--- config.mk ---
export PLATFORM = sky130hd
export DESIGN_NAME = transfer_encoding_token_classifier
export DESIGN_NICKNAME = d
export VERILOG_FILES = /design/src/tetc_pkg.sv /design/src/transfer_encoding_token_classifier.sv
export SDC_FILE = /design/constraint.sdc
export NUM_CORES = 1
export LEC_CHECK = 0
export ABC_AREA = 1
export BUFFER_PORTS_ARGS = -buffer_cell sky130_fd_sc_hd__buf_4
export CAP_MARGIN = 0
export CORE_UTILIZATION = 45
export DETAILED_ROUTE_END_ITERATION = 8
export GPL_TIMING_DRIVEN = 0
export SLEW_MARGIN = 10
export SYNTH_ARGS = -nofsm -noshare
export SYNTH_HDL_FRONTEND = slang
export SYNTH_SLANG_ARGS = --single-unit
export TNS_END_PERCENT = 50
--- constraint.sdc ---
create_clock -name aclk -period 2.1 [get_ports aclk]
set_clock_uncertainty 0.05 [all_clocks]
set_input_delay 0.21 -clock aclk [delete_from_list [all_inputs] [get_ports aclk]]
set_output_delay 0.21 -clock aclk [all_outputs]
set_load 0.005 [all_outputs]
--- src/tetc_pkg.sv ---
// ----------------------------------------------------------------------------
// tetc_pkg - shared definitions for the transfer encoding token classifier
// Scan phase codes, class codes, keyword tables and size constants.
// ----------------------------------------------------------------------------
`timescale 1ns / 1ps

package tetc_pkg;

    // Token length limit; lengths beyond it saturate and never match
    localparam int MAX_TOKEN_BYTES = 16;
    localparam int LEN_W           = 5;
    localparam int KW_COUNT        = 5;
    localparam int KW_IDX_W        = 3;
    localparam int KW_SLOT_W       = 4;
    localparam int CLASS_W         = 3;
    localparam int PHASE_W         = 3;

    localparam logic [LEN_W-1:0] MAX_LEN = LEN_W'(MAX_TOKEN_BYTES);

    // Scan phases
    localparam logic [PHASE_W-1:0] PH_LEAD       = 3'd0;
    localparam logic [PHASE_W-1:0] PH_LEAD_CR    = 3'd1;
    localparam logic [PHASE_W-1:0] PH_LEAD_CRLF  = 3'd2;
    localparam logic [PHASE_W-1:0] PH_TOKEN      = 3'd3;
    localparam logic [PHASE_W-1:0] PH_TRAIL      = 3'd4;
    localparam logic [PHASE_W-1:0] PH_TRAIL_CR   = 3'd5;
    localparam logic [PHASE_W-1:0] PH_TRAIL_CRLF = 3'd6;
    localparam logic [PHASE_W-1:0] PH_FAIL       = 3'd7;

    // Encoding classes
    localparam logic [CLASS_W-1:0] CLS_UNKNOWN = 3'd0;
    localparam logic [CLASS_W-1:0] CLS_7BIT    = 3'd1;
    localparam logic [CLASS_W-1:0] CLS_8BIT    = 3'd2;
    localparam logic [CLASS_W-1:0] CLS_BINARY  = 3'd3;
    localparam logic [CLASS_W-1:0] CLS_QP      = 3'd4;
    localparam logic [CLASS_W-1:0] CLS_BASE64  = 3'd5;

    // Keyword indexes (class minus one)
    localparam logic [KW_IDX_W-1:0] KW_7BIT   = 3'd0;
    localparam logic [KW_IDX_W-1:0] KW_8BIT   = 3'd1;
    localparam logic [KW_IDX_W-1:0] KW_BINARY = 3'd2;
    localparam logic [KW_IDX_W-1:0] KW_QP     = 3'd3;
    localparam logic [KW_IDX_W-1:0] KW_BASE64 = 3'd4;

    // Byte codes
    localparam logic [7:0] CH_SP = 8'h20;
    localparam logic [7:0] CH_HT = 8'h09;
    localparam logic [7:0] CH_CR = 8'h0D;
    localparam logic [7:0] CH_LF = 8'h0A;

    // Keyword length
    function automatic logic [LEN_W-1:0] kw_len(input logic [KW_IDX_W-1:0] k);
        logic [LEN_W-1:0] n;
        case (k)
            KW_7BIT:   n = 5'd4;
            KW_8BIT:   n = 5'd4;
            KW_BINARY: n = 5'd6;
            KW_QP:     n = 5'd16;
            KW_BASE64: n = 5'd6;
            default:   n = 5'd0;
        endcase
        return n;
    endfunction

    // Keyword character at a slot, lower case; zero past the end
    function automatic logic [7:0] kw_char(input logic [KW_IDX_W-1:0]  k,
                                           input logic [KW_SLOT_W-1:0] i);
        logic [7:0] c;
        c = 8'h00;
        case (k)
            KW_7BIT, KW_8BIT: begin
                case (i)
                    4'd0:    c = (k == KW_7BIT) ? "7" : "8";
                    4'd1:    c = "b";
                    4'd2:    c = "i";
                    4'd3:    c = "t";
                    default: c = 8'h00;
                endcase
            end
            KW_BINARY: begin
                case (i)
                    4'd0:    c = "b";
                    4'd1:    c = "i";
                    4'd2:    c = "n";
                    4'd3:    c = "a";
                    4'd4:    c = "r";
                    4'd5:    c = "y";
                    default: c = 8'h00;
                endcase
            end
            KW_QP: begin
                case (i)
                    4'd0:    c = "q";
                    4'd1:    c = "u";
                    4'd2:    c = "o";
                    4'd3:    c = "t";
                    4'd4:    c = "e";
                    4'd5:    c = "d";
                    4'd6:    c = "-";
                    4'd7:    c = "p";
                    4'd8:    c = "r";
                    4'd9:    c = "i";
                    4'd10:   c = "n";
                    4'd11:   c = "t";
                    4'd12:   c = "a";
                    4'd13:   c = "b";
                    4'd14:   c = "l";
                    default: c = "e";
                endcase
            end
            KW_BASE64: begin
                case (i)
                    4'd0:    c = "b";
                    4'd1:    c = "a";
                    4'd2:    c = "s";
                    4'd3:    c = "e";
                    4'd4:    c = "6";
                    4'd5:    c = "4";
                    default: c = 8'h00;
                endcase
            end
            default: c = 8'h00;
        endcase
        return c;
    endfunction

endpackage

--- src/transfer_encoding_token_classifier.sv ---
// ----------------------------------------------------------------------------
// transfer_encoding_token_classifier
// Classifies a mail field value, fed one byte per item with a last mark, as a
// content transfer encoding (7bit, 8bit, binary, quoted-printable, base64 or
// unknown). The block takes one item per clock unless a last item waits for
// the result register. Each item lands in an input register, from which a
// single pass of logic updates the scan phase, token length and five keyword
// match flags; an item marked last loads the class into the result register
// once that register is free, and the result is offered from there. That
// state update, a single pass of logic, is what sets the rate. Leading and
// trailing folding whitespace is allowed; an empty value is sent as one item
// with no_byte and last_byte set. Input and result registers decouple the two
// channels, so items keep flowing while a result waits to be taken; only the
// next last item waits in the input register until the result is taken.
// ----------------------------------------------------------------------------
`timescale 1ns / 1ps

module transfer_encoding_token_classifier (
    input  logic                          aclk,
    input  logic                          aresetn,
    input  logic                          s_valid,
    output logic                          s_ready,
    input  logic [7:0]                    s_value_byte,
    input  logic                          s_no_byte,
    input  logic                          s_last_byte,
    output logic                          m_valid,
    input  logic                          m_ready,
    output logic [tetc_pkg::CLASS_W-1:0]  m_encoding_class
);
    import tetc_pkg::*;

    // Input register
    logic                in_valid_reg;
    logic [7:0]          in_byte_reg;
    logic                in_none_reg;
    logic                in_last_reg;

    // Scan state
    logic [PHASE_W-1:0]  phase_reg,  phase_next;
    logic [LEN_W-1:0]    len_reg,    len_next;
    logic [KW_COUNT-1:0] flags_reg,  flags_next;

    // Result register
    logic                out_valid_reg;
    logic [CLASS_W-1:0]  out_class_reg, class_next;

    logic                in_consume;
    logic                blank;
    logic [7:0]          lc_byte;
    logic                take_tok;
    logic [PHASE_W-1:0]  ph_byte;
    logic [LEN_W-1:0]    len_tok;
    logic [KW_COUNT-1:0] flags_tok;
    logic [PHASE_W-1:0]  ph_fin;
    logic [LEN_W-1:0]    len_fin;
    logic [KW_COUNT-1:0] flags_fin;

    // Handshake: only a last item waits for the result slot
    assign in_consume = in_valid_reg && (!in_last_reg || !out_valid_reg || m_ready);
    assign s_ready    = !in_valid_reg || in_consume;
    assign m_valid    = out_valid_reg;
    assign m_encoding_class = out_class_reg;

    // Byte decode
    assign blank   = (in_byte_reg == CH_SP) || (in_byte_reg == CH_HT);
    assign lc_byte = (in_byte_reg >= 8'h41 && in_byte_reg <= 8'h5A)
                     ? (in_byte_reg + 8'h20) : in_byte_reg;

    // Token byte: length step and keyword flag update
    always_comb begin
        flags_tok = flags_reg;
        len_tok   = len_reg;
        if (len_reg >= MAX_LEN) begin
            flags_tok = '0;
        end else begin
            for (int k = 0; k < KW_COUNT; k++) begin
                if (len_reg >= kw_len(KW_IDX_W'(k)) ||
                    kw_char(KW_IDX_W'(k), len_reg[KW_SLOT_W-1:0]) != lc_byte) begin
                    flags_tok[k] = 1'b0;
                end
            end
            len_tok = len_reg + LEN_W'(1);
        end
    end

    // Phase transition for one byte
    always_comb begin
        ph_byte  = phase_reg;
        take_tok = 1'b0;
        unique case (phase_reg)
            PH_LEAD: begin
                if (blank) begin
                    ph_byte = PH_LEAD;
                end else if (in_byte_reg == CH_CR) begin
                    ph_byte = PH_LEAD_CR;
                end else if (in_byte_reg == CH_LF) begin
                    ph_byte = PH_FAIL;
                end else begin
                    ph_byte  = PH_TOKEN;
                    take_tok = 1'b1;
                end
            end
            PH_LEAD_CR:   ph_byte = (in_byte_reg == CH_LF) ? PH_LEAD_CRLF : PH_FAIL;
            PH_LEAD_CRLF: ph_byte = blank ? PH_LEAD : PH_FAIL;
            PH_TOKEN: begin
                if (blank) begin
                    ph_byte = PH_TRAIL;
                end else if (in_byte_reg == CH_CR) begin
                    ph_byte = PH_TRAIL_CR;
                end else if (in_byte_reg == CH_LF) begin
                    ph_byte = PH_FAIL;
                end else begin
                    take_tok = 1'b1;
                end
            end
            PH_TRAIL: begin
                if (blank) begin
                    ph_byte = PH_TRAIL;
                end else if (in_byte_reg == CH_CR) begin
                    ph_byte = PH_TRAIL_CR;
                end else begin
                    ph_byte = PH_FAIL;
                end
            end
            PH_TRAIL_CR:   ph_byte = (in_byte_reg == CH_LF) ? PH_TRAIL_CRLF : PH_FAIL;
            PH_TRAIL_CRLF: ph_byte = blank ? PH_TRAIL : PH_FAIL;
            PH_FAIL:       ph_byte = PH_FAIL;
        endcase
    end

    // State after this item's byte (if any)
    always_comb begin
        ph_fin    = phase_reg;
        len_fin   = len_reg;
        flags_fin = flags_reg;
        if (!in_none_reg) begin
            ph_fin = ph_byte;
            if (take_tok) begin
                len_fin   = len_tok;
                flags_fin = flags_tok;
            end
        end
    end

    // Classification, first matching keyword wins
    always_comb begin
        class_next = CLS_UNKNOWN;
        if (ph_fin == PH_TOKEN || ph_fin == PH_TRAIL) begin
            priority if (flags_fin[KW_7BIT] && len_fin == kw_len(KW_7BIT)) begin
                class_next = CLS_7BIT;
            end else if (flags_fin[KW_8BIT] && len_fin == kw_len(KW_8BIT)) begin
                class_next = CLS_8BIT;
            end else if (flags_fin[KW_BINARY] && len_fin == kw_len(KW_BINARY)) begin
                class_next = CLS_BINARY;
            end else if (flags_fin[KW_QP] && len_fin == kw_len(KW_QP)) begin
                class_next = CLS_QP;
            end else if (flags_fin[KW_BASE64] && len_fin == kw_len(KW_BASE64)) begin
                class_next = CLS_BASE64;
            end else begin
                class_next = CLS_UNKNOWN;
            end
        end
    end

    // Next state: back to reset values after a last item
    always_comb begin
        if (in_last_reg) begin
            phase_next = PH_LEAD;
            len_next   = '0;
            flags_next = '1;
        end else begin
            phase_next = ph_fin;
            len_next   = len_fin;
            flags_next = flags_fin;
        end
    end

    // Input register
    always_ff @(posedge aclk) begin
        if (!aresetn) begin
            in_valid_reg <= 1'b0;
        end else if (s_ready) begin
            in_valid_reg <= s_valid;
        end
        if (s_ready && s_valid) begin
            in_byte_reg <= s_value_byte;
            in_none_reg <= s_no_byte;
            in_last_reg <= s_last_byte;
        end
    end

    // Scan state
    always_ff @(posedge aclk) begin
        if (!aresetn) begin
            phase_reg <= PH_LEAD;
            len_reg   <= '0;
            flags_reg <= '1;
        end else if (in_consume) begin
            phase_reg <= phase_next;
            len_reg   <= len_next;
            flags_reg <= flags_next;
        end
    end

    // Result register
    always_ff @(posedge aclk) begin
        if (!aresetn) begin
            out_valid_reg <= 1'b0;
        end else if (in_consume && in_last_reg) begin
            out_valid_reg <= 1'b1;
        end else if (m_ready) begin
            out_valid_reg <= 1'b0;
        end
        if (in_consume && in_last_reg) begin
            out_class_reg <= class_next;
        end
    end

    // Checks
    a_last_gives_result: assert property (@(posedge aclk) disable iff (!aresetn)
        (in_consume && in_last_reg) |=> m_valid)
        else $error("last item did not produce a result");

    a_state_cleared: assert property (@(posedge aclk) disable iff (!aresetn)
        (in_consume && in_last_reg) |=>
            (phase_reg == PH_LEAD && len_reg == '0 && flags_reg == '1))
        else $error("scan state not cleared after last item");

    a_len_saturates: assert property (@(posedge aclk) disable iff (!aresetn)
        len_reg <= MAX_LEN)
        else $error("token length past limit");

    a_class_range: assert property (@(posedge aclk) disable iff (!aresetn)
        m_valid |-> (m_encoding_class <= CLS_BASE64))
        else $error("encoding class out of range");

    a_no_overwrite: assert property (@(posedge aclk) disable iff (!aresetn)
        (m_valid && !m_ready) |=> (m_valid && $stable(m_encoding_class)))
        else $error("stalled result changed");

endmodule

Word level (Yosys, flattened, before mapping):

Memories as Yosys holds them, arrays and structs flattened. A register that Yosys moved wholly into a read port is not among the register bits.
Index checks and enable logic that the tools add are counted.

* word-level logic and storage cells: 129
* output and inout port bits: 5
* memories kept: 1
* input bits: 14
* memory bits (read-only): 96
* flip-flop bits (word level): 28

* add/sub/neg operators: 2
* reductions and logical operators: 28
* eq/ne operators: 26
* magnitude comparators: 6
* bitwise logic cells: 1
* mux-type cells: 54

Memories
* (no name shown): depth 16, bits a word 6, read ports 1, clocked after Yosys merged registers in 1, write ports 0, RTL line tetc_pkg.sv:92 `case (i)`

Operators with widths (number)
* $pmux W7 S6: 2
* $pmux W7 S4: 2
* $mux W5: 11
* $mux W8: 6
* $ne A8 B8 Y1: 5
* $mux W3: 12
* $eq A8 B4 Y1 const B: 3
* $pmux W3 S8: 1
* $eq A3 B3 Y1 const B: 5
* $ge A5 B5 Y1: 3
* $mux W1: 13
* $eq A5 B3 Y1 const B: 2
* $logic_or A1 B1 Y1: 10
* $mux W2: 5
* $eq A3 B2 Y1 const B: 3
* $logic_and A1 B1 Y1: 9
* $add A8 B6 Y8 const B: 1
* $eq A4 B2 Y1 const B: 2
* $eq A4 B3 Y1 const B: 2
* $eq A8 B6 Y1 const B: 1
* $ge A8 B7 Y1 const B: 1
* $le A8 B7 Y1 const B: 1
* $mux W4: 2
* $add A5 B1 Y5 const B: 1
* 11 further kinds: 14

Longest topological paths before layout:

* depth in word-level cells: 15
* gate-level depth with buffers: 21

Worst setup path before layout:

No wires, ideal clock.

* kind: register -> register
* start point: reg in_byte_reg[6]
* end point: reg (tool-made name)
* library setup time: 0.118 ns
* setup slack: -0.142 ns
* data arrival time: 2.074 ns
* cell stages (with the launch flop): 18
* cells stage by stage: edfxtp_1 -> buf_2 -> nor2_2 -> nand2_2 -> inv_2 -> nand2_2 -> nand2_4 -> nor2_4 -> nand2_4 -> nor2_8 -> nand3_1 -> nand2_2 -> nand2_1 -> o21ai_2 -> nand2_2 -> ha_1 -> nor3_1 -> nor2_1

RTL lines
* start, declared: RTL line transfer_encoding_token_classifier.sv:34 `logic [7:0] in_byte_reg;`
* start signal, assigned: RTL line transfer_encoding_token_classifier.sv:186 `in_byte_reg <= s_value_byte;`

==> metrics.cfg <==
[drt]
wl_per_cell_um = 14.0
final_antenna_net_count = 0
drt-pass1-iter-count = 4
vias_per_cell = 5.18
routed_wl_um = 7640
dr_total_vias = 2836
first_iter_violations = 165
drc = 0

[clock_network]
root_buffer = clkbuf_8
cts_buffer_depth = 2
clk_pin_slew_ns = 0.09
ctsHoldBuffers = 0
insertion_delay_ns = 0.29
cts_tree = yes
numCtsBuffers = 5
cts.sinks = 34
cts.htree.levels = 2

[sta]
worst_pin_slew_ns = 0.541
slew_violations = 0
maxSlewHeadroom_pct = 63.9
post-route-min-period_ns = 2.35
worst_slack_ns = -0.249
fin_crit_sh_pct = 112
final_hold_viol_count = 0
rsz0062_at_grt = true
max_freq_mhz = 426
setup_violations = 11

[cells_and_area]
area_growth_pct = 35.6
final_util_pct = 65.0
n_fill_cell = 512
fin_nets = 498
n_antenna_cell = 0
drive_gt1_share_pct = 39.4
fin_area_um2 = 3690

[setup_path]
crit_arrival_ns = 2.48
cp-end-kind = flop
reg2reg_from = in_byte_reg[2]$_DFFE_PP_
crit_start = in_byte_reg[2]$_DFFE_PP_
cp_slowest_cell = edfxtp_1
cp.required_ns = 2.23
crit_path_max_fanout = 6
worst-path-buf-inv = 0
slowest_delay_ns = 0.53
crit_chain = nand2_2 -> nor2_4 -> nand2_2 -> nand2_4 -> nor2_4 -> nand2_4 -> nor2_8 -> nand3_2 -> nand2_2 -> nand2_2 -> o21ai_2 -> nand2_2 -> ha_4 -> nand3_2 -> nand3_2 -> nand2_1
start_kind = flop
critPathKind = reg -> reg
cp_common_cell = nand2_2
critPathTopFamily = simple AND/OR/NAND/NOR gates

[floorplanning]
die_h_um = 79.8
dieArea_um2 = 6370
ioPinCount = 19
die_x_um = 79.8
initial_core_util_pct = 48.0
rows = 27
core_area_um2 = 5680

[pwr]
power_density_nw_per_um2 = 451
power.switching_uw = 525
pwr-share-seq_pct = 44.0
p_leak_uw = 0.00176
netSwitchingFraction_pct = 31.5
clock_power_share_pct = 31.5
p_int_uw = 1140
ir_drop_v = 0.000286
combPwrFrac_pct = 24.4

[run_status]
outcome = finished, violations left
violations = setup timing

[yosys]
synth_top_cell_by_area = nand2_1
netlist_instances = 411
seq_area_frac_synth_pct = 29.8
synthTopCellsByCount = nand2_1 (118), inv_1 (42), nor2_1 (42)
yosys_most_used_dff = dfxtp_1
synth_most_common_cell = nand2_1
synth_top_area_share_pct = 16.3
synth_area_per_cell_um2 = 6.62
ys_ff_latch = 34
ys_warn_count = 0
synth-edff-count = 13
synth-async-reset-ratio_pct = 0
syn_nets = 435
yosys-top-cells-area = nand2_1 (16%), dfxtp_1 (15%), edfxtp_1 (14%), nand3_1 (7.0%), inv_1 (5.8%)
ys_types = 35
netlist_area_um2 = 2720

[placed_design]
place_area_um2 = 2990
place.gp.congestion = 0.878
post-place-ws_ns = -0.432
numPortBuffers = 18
dp_hpwl_um = 5190

[flow_run]
maxCapViolCount = 0

[global_routing]
grt_pass1_wl_um = 11900
grtUsageTotal_pct = 24.3
grt_pass1_vias = 2531
antenna_found_initial = 0
grt_max_degree = 12
grt-ovfl-total = 0

[min_path]
hold_start = s_last_byte
hold_class = in -> reg

[power groups by stage]
stage                     Combinational (uW)  Sequential (uW)  Clock, uW
final                                    407              734        525
after floorplan                          224              743          0
after CTS                                333              734        529
after detailed placement                 295              749          0
after global placement                   294              749          0
after global routing                     449              737        558
[layout make-up]
class                   count  area [um2]  share of cell area [%]
multi-input cells         316        1980                    53.6
flip-flops and latches     34         818                    22.2
repair buffers             56         422                    11.4
inverters                  54         225                    6.10
well taps                  72        90.1                    2.44
clock buffers               6        82.6                    2.24
plain buffers               7        63.8                    1.73
clock inverters             2        11.3                   0.305
[worst paths after layout]
path / to / slack [ns] / cells after the start
hold / removal: in_last_reg$_DFFE_PP_ / 0.04 / 1
setup / recovery: flop / -0.25 / 16
hold reg to reg: flags_reg[1]$_SDFFE_PN1P_ / 0.42 / 2
setup reg to reg: flop / -0.25 / 16
[placed cells by master (no fill, tap or decap), types with 3 or more instances in the layout]
| master | netlist | final |
|---|---|---|
| inv_2 | 11 | 9 |
| buf_6 | 1 | 5 |
| nand3_4 | 0 | 3 |
| nand3_2 | 3 | 10 |
| nand2_1 | 118 | 92 |
| o21ai_1 | 8 | 6 |
| nand4_1 | 3 | 3 |
| xor2_1 | 10 | 10 |
| nor2_1 | 42 | 37 |
| o21ai_2 | 4 | 7 |
| nor2_4 | 2 | 7 |
| ha_4 | 0 | 4 |
| nor3_1 | 4 | 3 |
| a21oi_1 | 19 | 17 |
| nand3_1 | 38 | 28 |
| edfxtp_1 | 13 | 13 |
| dfxtp_1 | 21 | 19 |
| nor2_2 | 10 | 10 |
| clkbuf_8 | 0 | 6 |
| o21ai_0 | 14 | 12 |
| nand2_4 | 5 | 12 |
| inv_1 | 42 | 37 |
| buf_4 | 3 | 56 |
| nand2_2 | 13 | 32 |
| inv_4 | 1 | 8 |
| ha_1 | 10 | 4 |
[through the flow]
step | hold slack, ns | power (uW) | std cells | setup TNS (ns)
CTS | 0.0346 | 1600 | 527 | -1.84
global placement | 0.338 | 1040 | 501 | -3.30
floorplan | 0.259 | 966 | 411 | -0.171
detailed placement | 0.339 | 1040 | 501 | -3.23
finish | 0.0368 | 1670 | 547 | -1.84
global route | 0.0286 | 1740 | 547 | -3.97
[cells by family after synthesis]
family	share of synthesized area [%]
and+or+nand+nor	40.9
adders and majority gates	4.60
buffers and inverters	9.28
xor gates and xnor gates	3.22
DFF	29.8
AOI/OAI and AO/OA	12.2
[routing by layer]
layer	track usage [%]	vias to the layer above	share of wire [%]
li1	-	1444	-
met5	0	-	0
met1	32.1	1289	45
met2	40.6	90	49
met3	3.43	13	5.1
met4	7.86	0	1.7
[what timing repair did]
action | in CTS | in global routing
setup endpoints to repair | 11 | 18
pin swaps | 24 | 23
buffers inserted | 20 | 20
resized for setup | 36 | 57
[worst register-to-register path: cells and delay by family, from the launching register on]
kind | cells | cell delay (ns)
adder cells (fa/ha/maj) | 1 | 0.33
flip-flops | 1 | 0.53
AO/OA/AOI/OAI | 1 | 0.09
AND/OR/NAND/NOR | 14 | 1.26
Power figures use the tool's default switching activity.
